<file path="src/design/ptc_pkg.sv">
// Shared widths, reset values, register indexes and types for the PID temperature controller.
package ptc_pkg;

    localparam int TEMP_W     = 10;
    localparam int TIME_W     = 32;
    localparam int GAIN_W     = 32;
    localparam int LIM_W      = 10;
    localparam int ERR_W      = 11;
    localparam int DERR_W     = 12;
    localparam int MAG_DE_W   = 11;
    localparam int FRAC_W     = 32;
    localparam int MUL_A_W    = 32;
    localparam int MUL_B_W    = 12;
    localparam int MUL_P_W    = MUL_A_W + MUL_B_W;
    localparam int P1_W       = 42;
    localparam int INTEG_W    = 42;
    localparam int INC_W      = INTEG_W + 1;
    localparam int ACC_W      = P1_W + TIME_W;
    localparam int DIV_SHIFT  = 12;
    localparam int DIVD_W     = 55;
    localparam int DIV_CNT_W  = $clog2(DIVD_W + 1);
    localparam int SUM_W      = 57;
    localparam int CFG_ADDR_W = 3;
    localparam int CFG_DATA_W = 32;
    localparam int S_TDATA_W  = 56;
    localparam int M_TDATA_W  = 16;

    localparam logic [GAIN_W-1:0] KP_RESET   = 32'd2097152;
    localparam logic [GAIN_W-1:0] KI_RESET   = 32'd171799;
    localparam logic [GAIN_W-1:0] KD_RESET   = 32'd3670016000;
    localparam logic [LIM_W-1:0]  BAND_RESET = 10'd20;
    localparam logic [LIM_W-1:0]  LIM_RESET  = 10'd250;

    localparam logic [CFG_ADDR_W-1:0] REG_KP_GAIN      = 3'd0;
    localparam logic [CFG_ADDR_W-1:0] REG_KI_GAIN      = 3'd1;
    localparam logic [CFG_ADDR_W-1:0] REG_KD_GAIN      = 3'd2;
    localparam logic [CFG_ADDR_W-1:0] REG_ERROR_BAND   = 3'd3;
    localparam logic [CFG_ADDR_W-1:0] REG_OUTPUT_LIMIT = 3'd4;

    typedef struct packed {
        logic [MUL_A_W-1:0] a;
        logic [MUL_B_W-1:0] b;
    } mul_op_t;

    typedef struct packed {
        logic              start;
        logic [DIVD_W-1:0] dividend;
        logic [TIME_W-1:0] divisor;
    } div_req_t;

    typedef enum logic [14:0] {
        ST_IDLE = 15'h0001,
        ST_MKD  = 15'h0002,
        ST_MKI  = 15'h0004,
        ST_MKP  = 15'h0008,
        ST_MDT3 = 15'h0010,
        ST_MDT2 = 15'h0020,
        ST_MDT1 = 15'h0040,
        ST_MDT0 = 15'h0080,
        ST_ACC  = 15'h0100,
        ST_INC  = 15'h0200,
        ST_UPD  = 15'h0400,
        ST_WAIT = 15'h0800,
        ST_SUM1 = 15'h1000,
        ST_SUM2 = 15'h2000,
        ST_OUT  = 15'h4000
    } state_t;

endpackage

</file>
<file path="src/design/pid_temperature_controller.sv">
// Top level of the PID temperature controller: sequencer, state, config and output register.
//
//   Channel  Direction  Beat contents
//   s_       in         tdata: measured_temp[9:0], target_temp[19:10], now_ms[51:20]
//   m_       out        tdata: drive[9:0]; tuser: no_elapsed_time
//   cfg_     in         cfg_addr selects kp, ki, kd, error_band, output_limit (0..4)
//
// From acceptance, a beat waits on the 55-step restoring divider for the derivative
// term before its result is loaded; the multiply steps on the shared multiplier
// and the integral steps run while the divider works.
// Reset clears the controller state and gains to their defaults; no clearing pass.
// s_tready is high only while the sequencer is idle; a result that is not taken
// holds the sequencer in its last step, which keeps the input side blocked.
module pid_temperature_controller (
    input  logic                              aclk,
    input  logic                              aresetn,
    input  logic                              s_tvalid,
    output logic                              s_tready,
    input  logic [ptc_pkg::S_TDATA_W-1:0]     s_tdata,  // measured_temp, target_temp, now_ms
    output logic                              m_tvalid,
    input  logic                              m_tready,
    output logic [ptc_pkg::M_TDATA_W-1:0]     m_tdata,  // drive
    output logic                              m_tuser,  // no_elapsed_time
    input  logic                              cfg_we,
    input  logic [ptc_pkg::CFG_ADDR_W-1:0]    cfg_addr,
    input  logic [ptc_pkg::CFG_DATA_W-1:0]    cfg_wdata
);

    localparam int TW = ptc_pkg::TEMP_W;
    localparam int SW = ptc_pkg::SUM_W;

    ptc_pkg::state_t state_reg, state_next;

    logic [ptc_pkg::GAIN_W-1:0] kp_reg, ki_reg, kd_reg;
    logic [ptc_pkg::LIM_W-1:0]  band_reg, limit_reg;

    logic [ptc_pkg::TIME_W-1:0]  last_time_reg;
    logic [ptc_pkg::ERR_W-1:0]   last_err_reg;
    logic [ptc_pkg::INTEG_W-1:0] integ_reg, integ_next;

    logic [ptc_pkg::TIME_W-1:0]   dt_reg;
    logic [ptc_pkg::ERR_W-1:0]    err_reg;
    logic [TW-1:0]                mag_e_reg;
    logic [ptc_pkg::MAG_DE_W-1:0] mag_de_reg;
    logic                         de_neg_reg;
    logic [ptc_pkg::P1_W-1:0]     p1_reg;
    logic [ptc_pkg::P1_W-1:0]     pmag_reg;
    logic [ptc_pkg::ACC_W-1:0]    acc_reg, acc_step;
    logic [ptc_pkg::INC_W-1:0]    inc_reg, inc_next;
    logic [SW-1:0]                sum_reg;

    logic                         out_valid_reg;
    logic [ptc_pkg::LIM_W-1:0]    out_drive_reg, drive_next;
    logic                         out_flag_reg;

    logic                         in_beat;
    logic                         out_load;
    logic [TW-1:0]                in_meas, in_targ;
    logic [ptc_pkg::TIME_W-1:0]   in_now;
    logic [ptc_pkg::ERR_W-1:0]    err_in;
    logic [ptc_pkg::DERR_W-1:0]   de_in;

    ptc_pkg::mul_op_t             mul_op;
    logic [ptc_pkg::MUL_P_W-1:0]  mul_p;
    ptc_pkg::div_req_t            div_req;
    logic                         div_busy;
    logic [ptc_pkg::DIVD_W-1:0]   div_q;

    logic [ptc_pkg::INTEG_W-1:0]  cap;
    logic                         dt_zero;
    logic [ptc_pkg::INTEG_W+1:0]  integ_sum;
    logic [ptc_pkg::INTEG_W-1:0]  integ_dec;
    logic [SW-1:0]                p_ext, p_s, d_ext, d_s;
    logic [SW-ptc_pkg::FRAC_W-1:0] sum_hi;

    assign in_meas = s_tdata[TW-1:0];
    assign in_targ = s_tdata[2*TW-1:TW];
    assign in_now  = s_tdata[2*TW+ptc_pkg::TIME_W-1:2*TW];

    assign s_tready = state_reg == ptc_pkg::ST_IDLE;
    assign in_beat  = s_tvalid && s_tready;
    assign out_load = (state_reg == ptc_pkg::ST_OUT) && (!out_valid_reg || m_tready);

    assign err_in = {1'b0, in_targ} - {1'b0, in_meas};
    assign de_in  = {err_in[ptc_pkg::ERR_W-1], err_in}
                  - {last_err_reg[ptc_pkg::ERR_W-1], last_err_reg};

    assign cap     = {limit_reg, {ptc_pkg::FRAC_W{1'b0}}};
    assign dt_zero = dt_reg == '0;

    // Configuration writes.
    always_ff @(posedge aclk) begin
        if (!aresetn) begin
            kp_reg    <= ptc_pkg::KP_RESET;
            ki_reg    <= ptc_pkg::KI_RESET;
            kd_reg    <= ptc_pkg::KD_RESET;
            band_reg  <= ptc_pkg::BAND_RESET;
            limit_reg <= ptc_pkg::LIM_RESET;
        end else if (cfg_we) begin
            unique case (cfg_addr)
                ptc_pkg::REG_KP_GAIN:      kp_reg    <= cfg_wdata;
                ptc_pkg::REG_KI_GAIN:      ki_reg    <= cfg_wdata;
                ptc_pkg::REG_KD_GAIN:      kd_reg    <= cfg_wdata;
                ptc_pkg::REG_ERROR_BAND:   band_reg  <= cfg_wdata[ptc_pkg::LIM_W-1:0];
                ptc_pkg::REG_OUTPUT_LIMIT: limit_reg <= cfg_wdata[ptc_pkg::LIM_W-1:0];
                default: ;
            endcase
        end
    end

    // Operand selection for the shared multiplier, whose product is registered.
    always_comb begin
        mul_op = '0;
        unique case (state_reg)
            ptc_pkg::ST_MKD: begin
                mul_op.a = kd_reg;
                mul_op.b = ptc_pkg::MUL_B_W'(mag_de_reg);
            end
            ptc_pkg::ST_MKI: begin
                mul_op.a = ki_reg;
                mul_op.b = ptc_pkg::MUL_B_W'(mag_e_reg);
            end
            ptc_pkg::ST_MKP: begin
                mul_op.a = kp_reg;
                mul_op.b = ptc_pkg::MUL_B_W'(mag_e_reg);
            end
            ptc_pkg::ST_MDT3: begin
                mul_op.a = dt_reg;
                mul_op.b = ptc_pkg::MUL_B_W'(p1_reg[ptc_pkg::P1_W-1:36]);
            end
            ptc_pkg::ST_MDT2: begin
                mul_op.a = dt_reg;
                mul_op.b = p1_reg[35:24];
            end
            ptc_pkg::ST_MDT1: begin
                mul_op.a = dt_reg;
                mul_op.b = p1_reg[23:12];
            end
            ptc_pkg::ST_MDT0: begin
                mul_op.a = dt_reg;
                mul_op.b = p1_reg[11:0];
            end
            default: mul_op = '0;
        endcase
    end

    ptc_mul u_mul (
        .aclk (aclk),
        .op   (mul_op),
        .prod (mul_p)
    );

    always_comb begin
        div_req.start    = (state_reg == ptc_pkg::ST_MKI) && !dt_zero;
        div_req.dividend = {mul_p[ptc_pkg::DIVD_W-ptc_pkg::DIV_SHIFT-1:0],
                            {ptc_pkg::DIV_SHIFT{1'b0}}};
        div_req.divisor  = dt_reg;
    end

    ptc_div u_div (
        .aclk     (aclk),
        .aresetn  (aresetn),
        .req      (div_req),
        .busy     (div_busy),
        .quotient (div_q)
    );

    // The elapsed-time product is built from the top slice of ki*|e| (bits 41:36) down, in 12-bit slices.
    assign acc_step = {acc_reg[ptc_pkg::ACC_W-13:0], 12'b0}
                    + {{(ptc_pkg::ACC_W-ptc_pkg::MUL_P_W){1'b0}}, mul_p};

    always_comb begin
        if (acc_reg[ptc_pkg::ACC_W-1:ptc_pkg::INTEG_W] != '0
            || acc_reg[ptc_pkg::INTEG_W-1:0] > cap) begin
            inc_next = {1'b0, cap} + 1'b1;
        end else begin
            inc_next = {1'b0, acc_reg[ptc_pkg::INTEG_W-1:0]};
        end
    end

    assign integ_sum = {2'b0, integ_reg} + {1'b0, inc_reg};
    assign integ_dec = ({1'b0, integ_reg} > inc_reg)
                     ? integ_reg - inc_reg[ptc_pkg::INTEG_W-1:0] : '0;

    always_comb begin
        if (mag_e_reg >= band_reg) begin
            integ_next = '0;
        end else if (!err_reg[ptc_pkg::ERR_W-1]) begin
            integ_next = (integ_sum > {2'b0, cap}) ? cap : integ_sum[ptc_pkg::INTEG_W-1:0];
        end else begin
            // A lowered limit can leave the old integral above the new cap.
            integ_next = (integ_dec > cap) ? cap : integ_dec;
        end
    end

    assign p_ext = {3'b0, pmag_reg, 12'b0};
    assign p_s   = err_reg[ptc_pkg::ERR_W-1] ? (~p_ext + 1'b1) : p_ext;
    assign d_ext = dt_zero ? '0 : {2'b0, div_q};
    assign d_s   = de_neg_reg ? (~d_ext + 1'b1) : d_ext;

    assign sum_hi = sum_reg[SW-1:ptc_pkg::FRAC_W];
    always_comb begin
        if (sum_reg[SW-1] || sum_reg == '0) begin
            drive_next = '0;
        end else if (sum_hi > (SW-ptc_pkg::FRAC_W)'(limit_reg)) begin
            drive_next = limit_reg;
        end else begin
            drive_next = sum_hi[ptc_pkg::LIM_W-1:0];
        end
    end

    always_comb begin
        state_next = state_reg;
        unique case (state_reg)
            ptc_pkg::ST_IDLE: if (in_beat) state_next = ptc_pkg::ST_MKD;
            ptc_pkg::ST_MKD:  state_next = ptc_pkg::ST_MKI;
            ptc_pkg::ST_MKI:  state_next = ptc_pkg::ST_MKP;
            ptc_pkg::ST_MKP:  state_next = ptc_pkg::ST_MDT3;
            ptc_pkg::ST_MDT3: state_next = ptc_pkg::ST_MDT2;
            ptc_pkg::ST_MDT2: state_next = ptc_pkg::ST_MDT1;
            ptc_pkg::ST_MDT1: state_next = ptc_pkg::ST_MDT0;
            ptc_pkg::ST_MDT0: state_next = ptc_pkg::ST_ACC;
            ptc_pkg::ST_ACC:  state_next = ptc_pkg::ST_INC;
            ptc_pkg::ST_INC:  state_next = ptc_pkg::ST_UPD;
            ptc_pkg::ST_UPD:  state_next = ptc_pkg::ST_WAIT;
            ptc_pkg::ST_WAIT: if (!div_busy) state_next = ptc_pkg::ST_SUM1;
            ptc_pkg::ST_SUM1: state_next = ptc_pkg::ST_SUM2;
            ptc_pkg::ST_SUM2: state_next = ptc_pkg::ST_OUT;
            ptc_pkg::ST_OUT:  if (out_load) state_next = ptc_pkg::ST_IDLE;
            default:          state_next = ptc_pkg::ST_IDLE;
        endcase
    end

    always_ff @(posedge aclk) begin
        if (!aresetn) begin
            state_reg     <= ptc_pkg::ST_IDLE;
            last_time_reg <= '0;
            last_err_reg  <= '0;
            integ_reg     <= '0;
            out_valid_reg <= 1'b0;
        end else begin
            state_reg <= state_next;
            if (in_beat) begin
                last_time_reg <= in_now;
                last_err_reg  <= err_in;
            end
            if (state_reg == ptc_pkg::ST_UPD) begin
                integ_reg <= integ_next;
            end
            if (out_load) begin
                out_valid_reg <= 1'b1;
            end else if (m_tready) begin
                out_valid_reg <= 1'b0;
            end
        end
    end

    always_ff @(posedge aclk) begin
        if (in_beat) begin
            dt_reg     <= in_now - last_time_reg;
            err_reg    <= err_in;
            mag_e_reg  <= err_in[ptc_pkg::ERR_W-1] ? TW'(-err_in) : err_in[TW-1:0];
            mag_de_reg <= de_in[ptc_pkg::DERR_W-1] ? ptc_pkg::MAG_DE_W'(-de_in)
                                                   : de_in[ptc_pkg::MAG_DE_W-1:0];
            de_neg_reg <= de_in[ptc_pkg::DERR_W-1];
        end
        if (state_reg == ptc_pkg::ST_MKP) begin
            p1_reg <= mul_p[ptc_pkg::P1_W-1:0];
        end
        if (state_reg == ptc_pkg::ST_MDT3) begin
            pmag_reg <= mul_p[ptc_pkg::P1_W-1:0];
        end
        if (state_reg == ptc_pkg::ST_MDT2) begin
            acc_reg <= {{(ptc_pkg::ACC_W-ptc_pkg::MUL_P_W){1'b0}}, mul_p};
        end else if (state_reg == ptc_pkg::ST_MDT1 || state_reg == ptc_pkg::ST_MDT0
                     || state_reg == ptc_pkg::ST_ACC) begin
            acc_reg <= acc_step;
        end
        if (state_reg == ptc_pkg::ST_INC) begin
            inc_reg <= inc_next;
        end
        if (state_reg == ptc_pkg::ST_SUM1) begin
            sum_reg <= p_s + {{(SW-ptc_pkg::INTEG_W){1'b0}}, integ_reg};
        end else if (state_reg == ptc_pkg::ST_SUM2) begin
            sum_reg <= sum_reg + d_s;
        end
        if (out_load) begin
            out_drive_reg <= drive_next;
            out_flag_reg  <= dt_zero;
        end
    end

    assign m_tvalid = out_valid_reg;
    assign m_tdata  = {{(ptc_pkg::M_TDATA_W-ptc_pkg::LIM_W){1'b0}}, out_drive_reg};
    assign m_tuser  = out_flag_reg;

    // The divider must be finished whenever a new beat can be accepted.
    a_idle_div_done: assert property (@(posedge aclk) disable iff (!aresetn)
        state_reg == ptc_pkg::ST_IDLE |-> !div_busy)
        else $error("divider still busy while idle");

    // The integral never leaves the range 0 to output_limit * 2^32 (32 fraction bits).
    a_integ_capped: assert property (@(posedge aclk) disable iff (!aresetn)
        state_reg == ptc_pkg::ST_UPD |-> integ_next <= cap)
        else $error("integral update exceeds cap");

    // A loaded result carries the elapsed-time flag of the beat just worked on.
    a_flag_matches: assert property (@(posedge aclk) disable iff (!aresetn)
        out_load |=> m_tvalid && (m_tuser == (dt_reg == '0)))
        else $error("no_elapsed_time flag mismatch");

endmodule

</file>
<file path="src/design/ptc_mul.sv">
// Shared 32x12 unsigned multiplier with a registered product.
module ptc_mul (
    input  logic                           aclk,
    input  ptc_pkg::mul_op_t               op,
    output logic [ptc_pkg::MUL_P_W-1:0]    prod
);

    logic [ptc_pkg::MUL_P_W-1:0] prod_reg;
    logic [ptc_pkg::MUL_P_W-1:0] prod_next;

    assign prod_next = ptc_pkg::MUL_P_W'(op.a) * ptc_pkg::MUL_P_W'(op.b);

    always_ff @(posedge aclk) begin
        prod_reg <= prod_next;
    end

    assign prod = prod_reg;

endmodule

</file>
<file path="src/design/ptc_div.sv">
// Restoring divider, one quotient bit per cycle, for the derivative term.
module ptc_div (
    input  logic                          aclk,
    input  logic                          aresetn,
    input  ptc_pkg::div_req_t             req,
    output logic                          busy,
    output logic [ptc_pkg::DIVD_W-1:0]    quotient
);

    logic [ptc_pkg::DIV_CNT_W-1:0] cnt_reg, cnt_next;
    logic [ptc_pkg::DIVD_W-1:0]    quo_reg, quo_next;
    logic [ptc_pkg::TIME_W-1:0]    rem_reg, rem_next;
    logic [ptc_pkg::TIME_W-1:0]    dvs_reg, dvs_next;
    logic [ptc_pkg::TIME_W:0]      shifted;
    logic [ptc_pkg::TIME_W:0]      diff;
    logic                          fits;

    assign shifted = {rem_reg, quo_reg[ptc_pkg::DIVD_W-1]};
    assign diff    = shifted - {1'b0, dvs_reg};
    assign fits    = shifted >= {1'b0, dvs_reg};

    always_comb begin
        cnt_next = cnt_reg;
        quo_next = quo_reg;
        rem_next = rem_reg;
        dvs_next = dvs_reg;
        if (req.start) begin
            cnt_next = ptc_pkg::DIV_CNT_W'(ptc_pkg::DIVD_W);
            quo_next = req.dividend;
            rem_next = '0;
            dvs_next = req.divisor;
        end else if (cnt_reg != '0) begin
            cnt_next = cnt_reg - 1'b1;
            quo_next = {quo_reg[ptc_pkg::DIVD_W-2:0], fits};
            // The partial remainder always stays below the divisor.
            rem_next = fits ? diff[ptc_pkg::TIME_W-1:0] : shifted[ptc_pkg::TIME_W-1:0];
        end
    end

    always_ff @(posedge aclk) begin
        if (!aresetn) begin
            cnt_reg <= '0;
        end else begin
            cnt_reg <= cnt_next;
        end
        quo_reg <= quo_next;
        rem_reg <= rem_next;
        dvs_reg <= dvs_next;
    end

    assign busy     = cnt_reg != '0;
    assign quotient = quo_reg;

endmodule

</file>
<file path="config.mk">
export PLATFORM = sky130hd
export DESIGN_NAME = pid_temperature_controller
export DESIGN_NICKNAME = d
export VERILOG_FILES = /design/src/design/ptc_pkg.sv /design/src/design/pid_temperature_controller.sv /design/src/design/ptc_mul.sv /design/src/design/ptc_div.sv
export SDC_FILE = /design/constraint.sdc
export NUM_CORES = 2
export LEC_CHECK = 0
export BUFFER_PORTS_ARGS = -buffer_cell sky130_fd_sc_hd__buf_2
export CELL_PAD_IN_SITES_DETAIL_PLACEMENT = 0
export CELL_PAD_IN_SITES_GLOBAL_PLACEMENT = 1
export CORE_MARGIN = 4
export CORE_UTILIZATION = 50
export CTS_BUF_LIST = sky130_fd_sc_hd__clkbuf_8
export DETAILED_ROUTE_END_ITERATION = 12
export PLACE_DENSITY = 0.93
export REMOVE_ABC_BUFFERS = 1
export SETUP_SLACK_MARGIN = 0.02
export SLEW_MARGIN = 20
export SYNTH_ARGS = -nofsm -noshare
export SYNTH_HDL_FRONTEND = slang
export SYNTH_SLANG_ARGS = --single-unit
</file>
<file path="constraint.sdc">
create_clock -name aclk -period 16.94 [get_ports aclk]
set_clock_uncertainty 0.15 [all_clocks]
set_input_delay 0.847 -clock aclk [delete_from_list [all_inputs] [get_ports aclk]]
set_output_delay 0.847 -clock aclk [all_outputs]
set_load 0.01 [all_outputs]
</file>
After elaboration in Yosys (flattened, before gate mapping)
Index checks and enable logic that the tools add are counted.

cells by class
  add/sub/neg operators = 15
  multiply operators = 1
  div/mod/pow operators = 0
  $lt $le $gt $ge = 7
  equality and inequality tests = 22
  shift-type cells = 0
  mux-type cells = 28
  bitwise logic cells = 3
  reduce and logical (&&, ||, !) cells = 26

operators by type and width
  operator                                                          number
  44-bit one-hot mux with 7 select lines                            1
  42-bit two-way mux                                                6
  57-bit two-way mux                                                4
  15-bit one-hot mux with 15 select lines                           1
  55-bit two-way mux                                                3
  57-bit by 1-bit adder with 57-bit output (second input constant)  2
  44-bit two-way mux                                                2
  42-bit greater-than comparator                                    2
  74-bit by 44-bit adder with 74-bit output                         1
  32-bit subtractor                                                 2
  57-bit by 42-bit adder with 57-bit output                         1
  57-bit adder                                                      1
  57-bit zero test                                                  1
  54-bit NOT with 57-bit output                                     1
  55-bit NOT with 57-bit output                                     1
  15-bit two-way mux                                                3
  42-bit by 43-bit adder with 44-bit output                         1
  44-bit by 42-bit greater-than comparator with 1-bit output        1
  32-bit by 12-bit multiplier with 44-bit output                    1
  42-bit by 1-bit adder with 43-bit output (second input constant)  1
  42-bit by 43-bit greater-than comparator with 1-bit output        1
  42-bit subtractor                                                 1
  33-bit by 32-bit greater-or-equal comparator with 1-bit output    1
  32-bit zero test                                                  1
  43 further kinds                                                  62

word-level totals
  register bits = 720
  latch bits = 0
  memory bits (writable) = 0
  ROM bits = 0
  bits of input ports = 96
  output and inout bits = 19
  logic and storage cells = 133
  memories = 0

Longest topological paths before layout
  depth in word-level cells = 8
  depth in mapped cells = 36
  mapped depth without buffers = 33

Modules after synthesis
From an unflattened synthesis, not the netlist that was laid out.

second synthesis, totals
  cells, all modules = 6,758
  area, all modules = 58,889.0 um^2

modules (own cells, without submodules)
  module                      times used  cells an instance  area each (um^2)  seq. area each (um^2)
  pid_temperature_controller  1           4,647              39,167.6          13,743.2
  ptc_mul                     1           1,450              12,644.6          880.8
  ptc_div                     1           661                7,076.8           3,373.2

Worst setup path after synthesis
Ideal clock, no wire load.

  path type = flip-flop to flip-flop
  start = register state_reg[1]
  end = register u_mul.prod_reg, in the netlist u_mul.prod[43]
  setup time = 72 ps
  arrival = 11,830 ps
  required time = 16,718 ps
  path slack = 4,887 ps
  cell stages (with the launch flop) = 34
  path buffers = 3
  clock period less this slack = 12,053 ps
  cells stage by stage = dfxtp_1 > or4_1 > nor4_1 > nand2_1 > or3_1 > nor3b_1 > or4_1 > buf_2 > buf_2 > a221o_1 > clkbuf_1 > nand2_1 > fa_1 > inv_1 > fa_1 > fa_1 > fa_1 > inv_1 > fa_1 > inv_1 > ha_1 > and3_1 > a221o_1 > a21oi_1 > o21ai_0 > a21oi_1 > o21ai_0 > a221oi_1 > a221o_1 > o22ai_1 > or4_1 > a31o_2 > a21oi_1 > xnor2_1

between the ends
  longest elaborated chain between the ends = 3
  elaborated cells on any way between the ends = 9
  classes of those cells = 1 x mul; 7 x eq/ne; 1 x mux

RTL lines
  element                                                                  line                               source
  from (decl)                                                              pid_temperature_controller.sv:32   ptc_pkg::state_t state_reg, state_next;
  from (signal assigned)                                                   pid_temperature_controller.sv:236  state_reg <= ptc_pkg::ST_IDLE;
  from (signal assigned)                                                   pid_temperature_controller.sv:242  state_reg <= state_next;
  15-bit by 8-bit equality test with 1-bit output (tied with other cells)  pid_temperature_controller.sv:114  unique case (state_reg)
  44-bit one-hot mux with 7 select lines *                                 pid_temperature_controller.sv:114
  32-bit by 12-bit multiplier with 44-bit output *                         ptc_mul.sv:11                      assign prod_next = ptc_pkg::MUL_P_W'(op.a) * ptc_pkg::MUL_P_W'(op.b);
  via u_mul.prod_next, one bit                                             ptc_mul.sv:9                       logic [ptc_pkg::MUL_P_W-1:0] prod_next;
  to (signal assigned)                                                     ptc_mul.sv:14                      prod_reg <= prod_next;
  to (decl)                                                                ptc_mul.sv:8                       logic [ptc_pkg::MUL_P_W-1:0] prod_reg;

Mark *: on every way through the listed nets, which the timed path passes. The rest lies on a longest branch.
A chain may end at the register's enable or synchronous reset.

Worst setup path after layout
Same ends and word-level chain as after synthesis.

==> impl_results.md <==
* Max reg flops at 74
* CP Capture Type: flip-flop
* Detailed-route DRC error count at 0
* DR vias at 50,700
* CTS clk-pin slew, worst paths at 0.06 ns
* GRT Total Usage at 29.6%
* Busiest grt layer: met2
* FF-to-FF End: u_mul.prod[43]
* Ys Warns at 0
* Fillcell total at 10,600
* Cells after synthesis at 6,744
* DR pass1 iterations at 8
* Nets at 7,558
* Congestion Overflow GR at 0
* Status: finished, final reports clean
* Tmin final at 10.68 ns
* Reg2reg start: state_reg[1]
* H-tree Lvls at 4
* DPL Wire Length at 139 mm
* Post-synth EDFFs at 368
* Routed Antenna Nets at 0
* Max stage delay cell, worst path: a221oi_1
* Chip height at 349 um
* Initial antenna violation count at 9
* CP most frequent cell: fa_1
* Cell Area, Synth at 0.0580 mm2
* Multi-input gate area at 0.0367 mm2
* Routed wire length at 183 mm
* Buffers on Ports at 104
* Unrepaired setup endpoints after global routing: no
* Hold Fails Final Rpt at 0
* Crit start category: flip-flop
* Worst Path Required at 17.59 ns
* Setup TNS at 0 ns
* Hold_ws at 0.0623 ns
* Crit path kind: flip-flop to flip-flop
* PD cells at 111 mW/mm2
* CTS root buffer: clkbuf_8
* Yosys cell types at 91
* Worst R2R Path Depth at 31
* Sequential fraction of the synthesis area at 30.8%
* Initial Util at 50.6%
* Area leader, netlist: edfxtp_1
* 1st-iter DRT viols at 5,132
* Data arrival, critical path at 11.33 ns
* Core area at 0.115 mm2
* Mapped Avg Cell Area at 8.61 um2
* Final Max Slew Viols at 0
* Rel. slew slack at 11.4%
* Endpoints failing setup at 0
* Via count of the first global-routing pass at 49,200
* Site Rows at 124
* Clk sinks at 709
* Final Wtd Congestion at 0.966
* Global-route wire length before repair at 283 mm
* Synth async-reset ratio at 0%
* CP max FO at 50
* Flops & latches, synth at 709
* CP Launch Point: state_reg[1]
* Routed wire per std cell at 21.9 um
* Fmax at 0.0937 GHz
* Met3 GRT Util at 5.80%
* Max-cap violations at 0
* Postcts setup bufs at 0
* # IOs at 115
* Register area at 0.0179 mm2
* Part of the cycle the worst path needs at 63.0%
* Post-synth top flop: edfxtp_1
* Largest net degree at the start of global routing at 98
* Worst setup path endpoint: u_mul.prod[43]
* Average vias per placed instance at 6.06
* Met2 Use GR at 48.4%
* CP peak stage delay at 0.69 ns
* Worst VDD drop at 0.0905 mV
* R2R setup slack at 6.26 ns
* Pleak at 0.0268 uW
* CTS Buf Count at 134
* Met1 Track Usage GR at 37.4%
* P&R area growth vs syn at 7.65%
* CTS tree: built
* Top cells by area, synth: edfxtp_1, dfxtp_1, fa_1
* CTS Buffer Depth at 3
* Die area at 0.122 mm2
* CTS resizes at 0
* Clk_lat worst skew at 0.89 ns
* Post-synth top area share at 19.0%
* HP Class: input port to flip-flop
* Slew @ Worst Pin at 1.31 ns
* Die X-Extent at 349 um
* Layout cells sized above 1 at 6.53%
-- placed cells by master, fill, tap and decap left out, types with 19 or more instances in the layout --
cell / instances
or3_1: 55
o31ai_1: 57
dfxtp_1: 341
o211ai_1: 27
fa_1: 309
a221o_1: 37
nand3_1: 156
and2_1: 137
xnor2_1: 238
ha_1: 423
a21boi_0: 19
clkinv_1: 31
o21bai_1: 45
buf_2: 104
nor2b_1: 53
a211oi_1: 77
nand4_1: 57
mux2i_1: 23
inv_1: 634
xor2_1: 138
o21a_1: 42
nor4_1: 74
buf_4: 59
a22o_1: 54
nand2_1: 1026
or4_1: 20
edfxtp_1: 368
clkbuf_8: 142
a31oi_1: 71
o21ai_0: 258
a22oi_1: 41
clkinv_2: 19
nor3_1: 136
or2_2: 34
a21o_1: 160
a21oi_1: 515
nor2_1: 406
nand2b_1: 74
a32oi_1: 21
and3_1: 63
-- power breakdown --
group / switching (uW) / total, uW / internal (uW)
Clock: 826 / 1700 / 876
Sequential: 263 / 2440 / 2170
Combinational: 1690 / 2790 / 1100
Total: 2780 / 6930 / 4150
-- critical path, delay by kind of cell (launching register included) --
kind,cells,cell delay (ns)
AO/OA/AOI/OAI,11,3.13
adder cells (fa/ha/maj),6,2.93
AND/OR/NAND/NOR,9,2.81
buffers and inverters,4,1.04
flip-flops,1,0.34
XOR/XNOR,1,0.14
-- cell families (layout without fill, tap and decap cells) --
| family | count (synthesis) | after routing | synth area share [%] |
|---|---|---|---|
| buf+inv | 925 | 1018 | 6.16 |
| compound gates | 1613 | 1613 | 18.2 |
| flops | 709 | 709 | 30.8 |
| fa+ha+maj | 732 | 732 | 19.8 |
| simple gates | 2353 | 2353 | 18.8 |
| other cells | 1 | 13 | 0.00646 |
| mux | 35 | 35 | 0.630 |
| xor+xnor | 376 | 376 | 5.67 |
-- area by class of cell --
type,count,area share [%]
multi-input cells,5115,58.8
repair buffers,165,1.58
inverters,605,3.65
flip-flops and latches,709,28.6
well taps,1512,3.03
clock buffers,142,3.13
clock inverters,106,1.17
diodes,7,0.0280
-- Yosys cell counts, types with 56 or more instances --
master and n:
a21o_1 160, a31oi_1 71, nand4_1 57, nor3_1 138, o21ai_0 258, or3_1 56, xnor2_1 238, a211oi_1 79
xor2_1 138, clkbuf_1 266, and2_1 138, inv_1 601, ha_1 423, o31ai_1 57, edfxtp_1 368, nor2_1 409
and3_1 63, nand2b_1 74, dfxtp_1 341, nand2_1 1028, nor4_1 74, nand3_1 157, a21oi_1 515, fa_1 309
-- what timing repair did --
action                                  4_1_cts  5_1_grt
endpoints found under the setup margin        0        0
hold buffers                                  1        0
hold endpoints to repair                      1        0
-- worst min path at each step --
stage	startpoint	to	slack, ns	depth (start not counted)
floorplan	acc_reg[70]	acc_reg[70]	0.28	2
global placement	last_time_reg[5]	last_time_reg[5]	0.29	2
detailed placement	last_time_reg[5]	last_time_reg[5]	0.29	2
CTS	s_tdata[39]	last_time_reg[19]	0.0005	3
global route	s_tdata[45]	last_time_reg[25]	0.02	3
finish	cfg_wdata[27]	kd_reg[27]	0.06	3
-- stage by stage --
stage / utilization, % / instances / power [uW] / setup WS [ns] / area (um2)
after floorplan: - / 6429 / 4430 / 3.53 / 56800
after global placement: 52.0 / 8104 / 5120 / 6.49 / 59800
after detailed placement: 52.0 / 8104 / 5200 / 6.36 / 59800
after CTS: 54.4 / 8353 / 6910 / 6.31 / 62400
after global routing: 54.4 / 8358 / 7370 / 5.65 / 62500
final: 54.4 / 8361 / 6930 / 6.26 / 62500
-- layer usage --
metal | vias to the layer above | part of all wire, % | routed length [um]
li1 | 23500 | - | -
met1 | 24200 | 39 | 72000
met2 | 2373 | 46 | 84800
met3 | 542 | 8.7 | 16000
met4 | 4 | 5.8 | 10600
met5 | - | 0.014 | 26
No activity file was read; power rests on OpenSTA's default activity.
